[config.mk]
export PLATFORM = sky130hd
export DESIGN_NAME = qpht_ctrl
export DESIGN_NICKNAME = d
export VERILOG_FILES = /design/src/hw/rtl/qpht_pkg.sv /design/src/hw/rtl/qpht_ctrl.sv
export SDC_FILE = /design/constraint.sdc
export NUM_CORES = 1
export LEC_CHECK = 0
export ABC_AREA = 1
export BUFFER_PORTS_ARGS = -buffer_cell sky130_fd_sc_hd__buf_4
export CAP_MARGIN = 0
export CELL_PAD_IN_SITES_DETAIL_PLACEMENT = 0
export CELL_PAD_IN_SITES_GLOBAL_PLACEMENT = 1
export CORE_MARGIN = 10
export CORE_UTILIZATION = 29
export CTS_CLUSTER_DIAMETER = 150
export CTS_CLUSTER_SIZE = 12
export DETAILED_ROUTE_END_ITERATION = 7
export PLACE_DENSITY = 0.79
export SLEW_MARGIN = 10
export SYNTH_ARGS = -nofsm -noshare
export SYNTH_HDL_FRONTEND = slang
export SYNTH_SLANG_ARGS = --single-unit
[constraint.sdc]
create_clock -name i_clk -period 2.8 [get_ports i_clk]
set_input_delay 0.14 -clock i_clk [delete_from_list [all_inputs] [get_ports i_clk]]
set_output_delay 0.14 -clock i_clk [all_outputs]
set_load 0.1 [all_outputs]
[src/hw/rtl/qpht_pkg.sv]
// shared types and constants for the quadratic probe hash table
`default_nettype none

package qpht_pkg;

    localparam int TABLE_SIZE_DEFAULT = 4093;

    localparam int KEY_W    = 31;
    localparam int LIMIT_W  = 12;
    localparam int STATUS_W = 3;
    localparam int SLOT_W   = 12;
    localparam int COUNT_W  = 12;
    localparam int STORED_W = 13;
    localparam int COLL_W   = 32;

    localparam logic [LIMIT_W-1:0] PROBE_LIMIT_RESET = 12'd4093;

    // key mod table size: reciprocal multiply, multiply-subtract, final correction
    localparam int MOD_STEPS = 3;
    localparam int MOD_CNT_W = $clog2(MOD_STEPS);

    typedef enum logic [STATUS_W-1:0] {
        ST_INSERTED  = 3'd0,
        ST_DUPLICATE = 3'd1,
        ST_FULL      = 3'd2,
        ST_FOUND     = 3'd3,
        ST_NOT_FOUND = 3'd4
    } t_status;

    typedef struct packed {
        logic    clr;
        logic    load;
        logic    mod_step;
        logic    probe_rd;
        logic    advance;
        logic    store;
        logic    out_load;
        t_status status;
    } t_cmd;

    typedef struct packed {
        logic clr_last;
        logic mod_last;
        logic slot_valid;
        logic key_match;
        logic at_limit;
        logic is_search;
    } t_sts;

endpackage

`default_nettype wire

[src/hw/rtl/qpht_ctrl.sv]
// controller state machine for the quadratic probe hash table
`default_nettype none

module qpht_ctrl (
    input  wire logic          i_clk,
    input  wire logic          i_rst_n,
    input  wire logic          i_in_valid,
    output logic               o_in_ready,
    output logic               o_out_valid,
    input  wire logic          i_out_ready,
    input  wire qpht_pkg::t_sts i_sts,
    output qpht_pkg::t_cmd     o_cmd
);

    typedef enum logic [2:0] {
        S_CLEAR,
        S_IDLE,
        S_MOD,
        S_READ,
        S_CHECK,
        S_DONE
    } t_state;

    t_state            r_state, n_state;
    logic              r_out_valid, n_out_valid;
    qpht_pkg::t_status r_status, n_status;

    always_comb begin
        n_state      = r_state;
        n_out_valid  = r_out_valid;
        n_status     = r_status;
        o_cmd        = '0;
        o_cmd.status = r_status;

        if (r_out_valid && i_out_ready) begin
            n_out_valid = 1'b0;
        end

        unique case (r_state)
            S_CLEAR: begin
                o_cmd.clr = 1'b1;
                if (i_sts.clr_last) begin
                    n_state = S_IDLE;
                end
            end
            S_IDLE: begin
                if (i_in_valid) begin
                    o_cmd.load = 1'b1;
                    n_state    = S_MOD;
                end
            end
            S_MOD: begin
                o_cmd.mod_step = 1'b1;
                if (i_sts.mod_last) begin
                    n_state = S_READ;
                end
            end
            S_READ: begin
                o_cmd.probe_rd = 1'b1;
                n_state        = S_CHECK;
            end
            S_CHECK: begin
                priority if (!i_sts.slot_valid) begin
                    if (i_sts.is_search) begin
                        n_status = qpht_pkg::ST_NOT_FOUND;
                    end else begin
                        o_cmd.store = 1'b1;
                        n_status    = qpht_pkg::ST_INSERTED;
                    end
                    n_state = S_DONE;
                end else if (i_sts.key_match) begin
                    n_status = i_sts.is_search ? qpht_pkg::ST_FOUND : qpht_pkg::ST_DUPLICATE;
                    n_state  = S_DONE;
                end else if (i_sts.at_limit) begin
                    n_status = i_sts.is_search ? qpht_pkg::ST_NOT_FOUND : qpht_pkg::ST_FULL;
                    n_state  = S_DONE;
                end else begin
                    o_cmd.advance = 1'b1;
                    n_state       = S_READ;
                end
            end
            S_DONE: begin
                // hold the result until the output word is free
                if (!r_out_valid || i_out_ready) begin
                    o_cmd.out_load = 1'b1;
                    n_out_valid    = 1'b1;
                    n_state        = S_IDLE;
                end
            end
            default: begin
                n_state = S_CLEAR;
            end
        endcase
    end

    always_ff @(posedge i_clk) begin
        if (!i_rst_n) begin
            r_state     <= S_CLEAR;
            r_out_valid <= 1'b0;
            r_status    <= qpht_pkg::ST_INSERTED;
        end else begin
            r_state     <= n_state;
            r_out_valid <= n_out_valid;
            r_status    <= n_status;
        end
    end

    assign o_in_ready  = (r_state == S_IDLE);
    assign o_out_valid = r_out_valid;

endmodule

`default_nettype wire

# Yosys cells after proc, flatten, opt, wreduce, memory -nomap -nowiden
# Cells that the tools add are included.
# word_totals
register_bits	7
latch_bits	0
mem_bits_rw	0
romBits	0
in_bits	10
out_inout_bits	12
memories	0
# op_classes
add_sub_neg	0
mul	0
div_mod_pow	0
order_cmp	0
n_eq_ne	10
shift	0
n_mux	30
bitwise_logic	0
n_reduce_logical	6
# ops
op	count
2-to-1 mux 3 bit	12
one-hot mux 3 bit (6 select lines)	1
2-to-1 mux 1 bit	15
inequality test 2 bit, second input constant	4
== test 3 x 2 -> 1 bit, second input constant	2
== test 3 bit, second input constant	2
2-to-1 mux 2 bit	2
AND reduction 4 bit	1
== test 3 x 1 -> 1 bit, second input constant	1
zero test 3 bit	1
inequality test 3 bit, second input constant	1
AND reduction 2 bit	1
logical AND 1 bit	1
zero test 1 bit	1
logical OR 1 bit	1

# Longest topological paths before layout
# logic_depth
ltp_word	4
mapped_depth	7
ltp_nobuf	7

# Least setup slack after synthesis
# Ideal clock, no wire load.
# synth_timing
kind	flip-flop to output port
start	register r_state[1]
end	output o_cmd[4] (netlist bit)
arrival_time_ps	2567
t_required_ps	2660
path_slack_ps	93
path_stages_with_launch	4
path_buffers	0
path_cell_list	dfxtp_1 -> inv_2 -> nand3_1 -> nor3_1
# synth_rtl
element	line_no	text
from (decl)	qpht_ctrl.sv:24	t_state r_state, n_state;
from (signal assigned)	qpht_ctrl.sv:102	r_state <= n_state;
to (decl)	qpht_ctrl.sv:12	output qpht_pkg::t_cmd o_cmd

==> reports/results.ini <==
[drt]
aggregate_routed_wire_length_mm=1.15
drc=0
wl_per_cell_um=10.9
route.antenna.remaining_nets=0
vias=455
drtPass1Iterations=4
avgViaCountPerCell=4.33
drtIter0Drc=1

[synthesis]
cell_count_after_synthesis=65
yosysUniqueCellTypes=16
mappedNetlistNets=76
yosys.area.top_type=sky130_fd_sc_hd__dfxtp_1
synth_seq_area_share_pct=32.9
ys.warnings.count=0
ys_ff_latch=7
synth_area_um2=425
ys_top_cells_by_area=sky130_fd_sc_hd__dfxtp_1 (33%), sky130_fd_sc_hd__inv_1 (11%), sky130_fd_sc_hd__nand2_1 (11%)
synth.avg_cell_area_um2=6.54
netlist.area_leader.share_pct=32.9

[grt]
grt_usage_pct=6.89
globalRoute.totalOverflow=0
grt_antenna_before_repair=0
grt_pass1_wl_mm=1.85
first_global_vias=418
grt_start_max_net_pins=8

[floorplan]
core-area_um2=1350
design.die.area_um2=3400
rows=13
initial_utilization_pct=31.5
die_h_um=58.3
num_io_pins=22
die_w_um=58.3

[sta]
hold-worst-slack_ns=0.101
timing.setup.tns_ns=0
final.setup.worst_slack_ns=1.28
timing.final.setup_violations=0
timing_worst_slew_pin_value_ns=0.289
slew_viol_final=0
maximum_clock_skew_at_final_layout_ns=0.0104
final_clock_period_utilization_by_the_worst_path_pct=54.2
number_of_endpoints_with_negative_hold_slack_in_the_final_report=0
slew_headroom_pct=80.7
achievable_clock_frequency_mhz=659
setup_repair_after_global_routing_missed_its_margin=false
final_period_minus_worst_setup_slack_ns=1.52

[critical_path]
startpoint_type=flop
required_ns=2.66
reg2reg_to=r_status[2]
worstReg2RegStart=r_state[1]
worst-r2r-setup-slack_ns=1.60
worst_r2r_path_depth=6
cp.arrival_ns=1.38
setup.worst_path.end_class=primary output
path_class=flop to primary output
critical_path_maximum_fanout=6

[power_and_ir_drop]
leakage_nw=0.342
pwr_density_cell_nw_per_um2=692
ir_worst_vdd_mv=0.301

[place]
quantity_of_i_o_buffers_inserted_on_ports=21
dp_worst_setup_slack_ns=1.56
postPlaceCellArea_um2=602
replace_congestion=0.767
dpl_hpwl_um=976

[cts]
cts.reportedPaths.clkPinSlew_ns=0.06
clk_root_buffer_cell=sky130_fd_sc_hd__clkbuf_4
cts_setup_buffers=0
cts_resized=0
clk_path_buf_depth=2
cts_num_sinks=7
clk_latency_ns=0.25
cts_hold_repair.buffers=0
cts_tree=done
clock_tree.htree_level_count=1
cts-buffers-inserted=3

[layout]
antenna_cells_inserted=0
area_growth_from_synthesis_to_layout_pct=47.6
final_cell_area_um2=628
final_core_util_pct=46.5
fin_nets=102
final_layout_size_suffix_gt1_share_pct=34.4
filler_cells_inserted=160

[worst_hold_path]
holdCritStartpoint=i_rst_n
min_delay_worst_endpoint=r_state[2]
hold_path_class=input port to flop
worstHoldPathCells=3

[outcome]
outcome=complete, no violations

[run]
timing.max_cap.violations=0

[sequential cells by signal, summed over array words and instances (netlist names)]
signal and cells:
r_state 3, o_out_valid 1, r_status 3
[final cells by class]
cell class	instances	area (µm²)	area share, %
Clock buffer	4	26.3	4.18
Inverter	14	52.6	8.37
Multi-Input combinational cell	44	233	37.1
Sequential cell	7	140	22.3
Tap cell	15	18.8	2.99
Timing Repair Buffer	21	158	25.1
[layout by cell type, fill, tap and decap left out, types with 2 or more instances in the layout]
| master | netlist | layout |
|---|---|---|
| sky130_fd_sc_hd__inv_1 | 13 | 13 |
| sky130_fd_sc_hd__buf_4 | 0 | 21 |
| sky130_fd_sc_hd__nor2_1 | 7 | 7 |
| sky130_fd_sc_hd__nor3_1 | 2 | 2 |
| sky130_fd_sc_hd__nand3_1 | 8 | 8 |
| sky130_fd_sc_hd__a21oi_1 | 7 | 7 |
| sky130_fd_sc_hd__nand2_1 | 12 | 12 |
| sky130_fd_sc_hd__dfxtp_1 | 7 | 7 |
| sky130_fd_sc_hd__clkbuf_4 | 0 | 3 |
[worst max path at each step]
stage,endpoint,cells past startpoint,from
after global routing,o_cmd[8],5,r_state[0]
final,o_cmd[8],5,r_state[0]
after CTS,o_cmd[3],4,r_state[1]
after global placement,o_cmd[3],4,r_state[1]
after detailed placement,o_cmd[3],4,r_state[1]
after floorplan,o_cmd[4],3,r_state[1]
[critical path, cell delays in order, from the launching register on]
cell                      delay (ns)
sky130_fd_sc_hd__dfxtp_1        0.43
sky130_fd_sc_hd__inv_1          0.08
sky130_fd_sc_hd__nor2_1         0.13
sky130_fd_sc_hd__nand2_1        0.10
sky130_fd_sc_hd__nor2_1         0.09
sky130_fd_sc_hd__buf_4          0.29
[power breakdown]
part	leakage (nW)	total (W)	switching [W]	internal, W
clock	0.0150	0.0000924	0.0000380	0.0000545
combinational	0.270	0.000221	0.000168	0.0000526
sequential	0.0568	0.000121	0.0000138	0.000108
total	0.342	0.000435	0.000220	0.000215
[cell families (layout without fill, tap and decap cells)]
logic type / count (synthesis) / in the layout / share of synthesized area, %
fa+ha+maj: 1 / 1 / 2.94
mux: 1 / 1 / 2.65
compound gates: 10 / 10 / 14.1
flops: 7 / 7 / 32.9
buf+inv: 14 / 39 / 12.4
simple gates: 32 / 32 / 35.0
[cells in the mapped netlist]
cell	count
sky130_fd_sc_hd__nand2_1	12
sky130_fd_sc_hd__mux2_2	1
sky130_fd_sc_hd__nor3_1	2
sky130_fd_sc_hd__dfxtp_1	7
sky130_fd_sc_hd__nor2_2	1
sky130_fd_sc_hd__o31ai_1	1
sky130_fd_sc_hd__nor3_2	1
sky130_fd_sc_hd__nand3_1	8
sky130_fd_sc_hd__inv_2	1
sky130_fd_sc_hd__o21ai_2	1
sky130_fd_sc_hd__nor2_1	7
sky130_fd_sc_hd__nand3b_2	1
sky130_fd_sc_hd__inv_1	13
sky130_fd_sc_hd__a21oi_2	1
sky130_fd_sc_hd__ha_1	1
sky130_fd_sc_hd__a21oi_1	7
[layer usage]
| layer | global-route usage [%] | part of all wire (%) | vias up |
|---|---|---|---|
| met2 | 9.86 | 42 | 15 |
| met3 | 3.86 | 11 | 2 |
| li1 | - | - | 259 |
| met1 | 7.43 | 46 | 179 |
| met4 | 5.03 | 1.2 | 0 |
| met5 | 0 | 0 | - |
[through the flow]
| step | instances | power, W |
|---|---|---|
| 6_report | 105 | 0.000435 |
| 5_1_grt | 105 | 0.000460 |
| 4_1_cts | 105 | 0.000439 |
| 3_5_place_dp | 101 | 0.000346 |
| 3_3_place_gp | 101 | 0.000346 |
| 2_1_floorplan | 65 | 0.000296 |
Power figures use the tool's default switching activity.
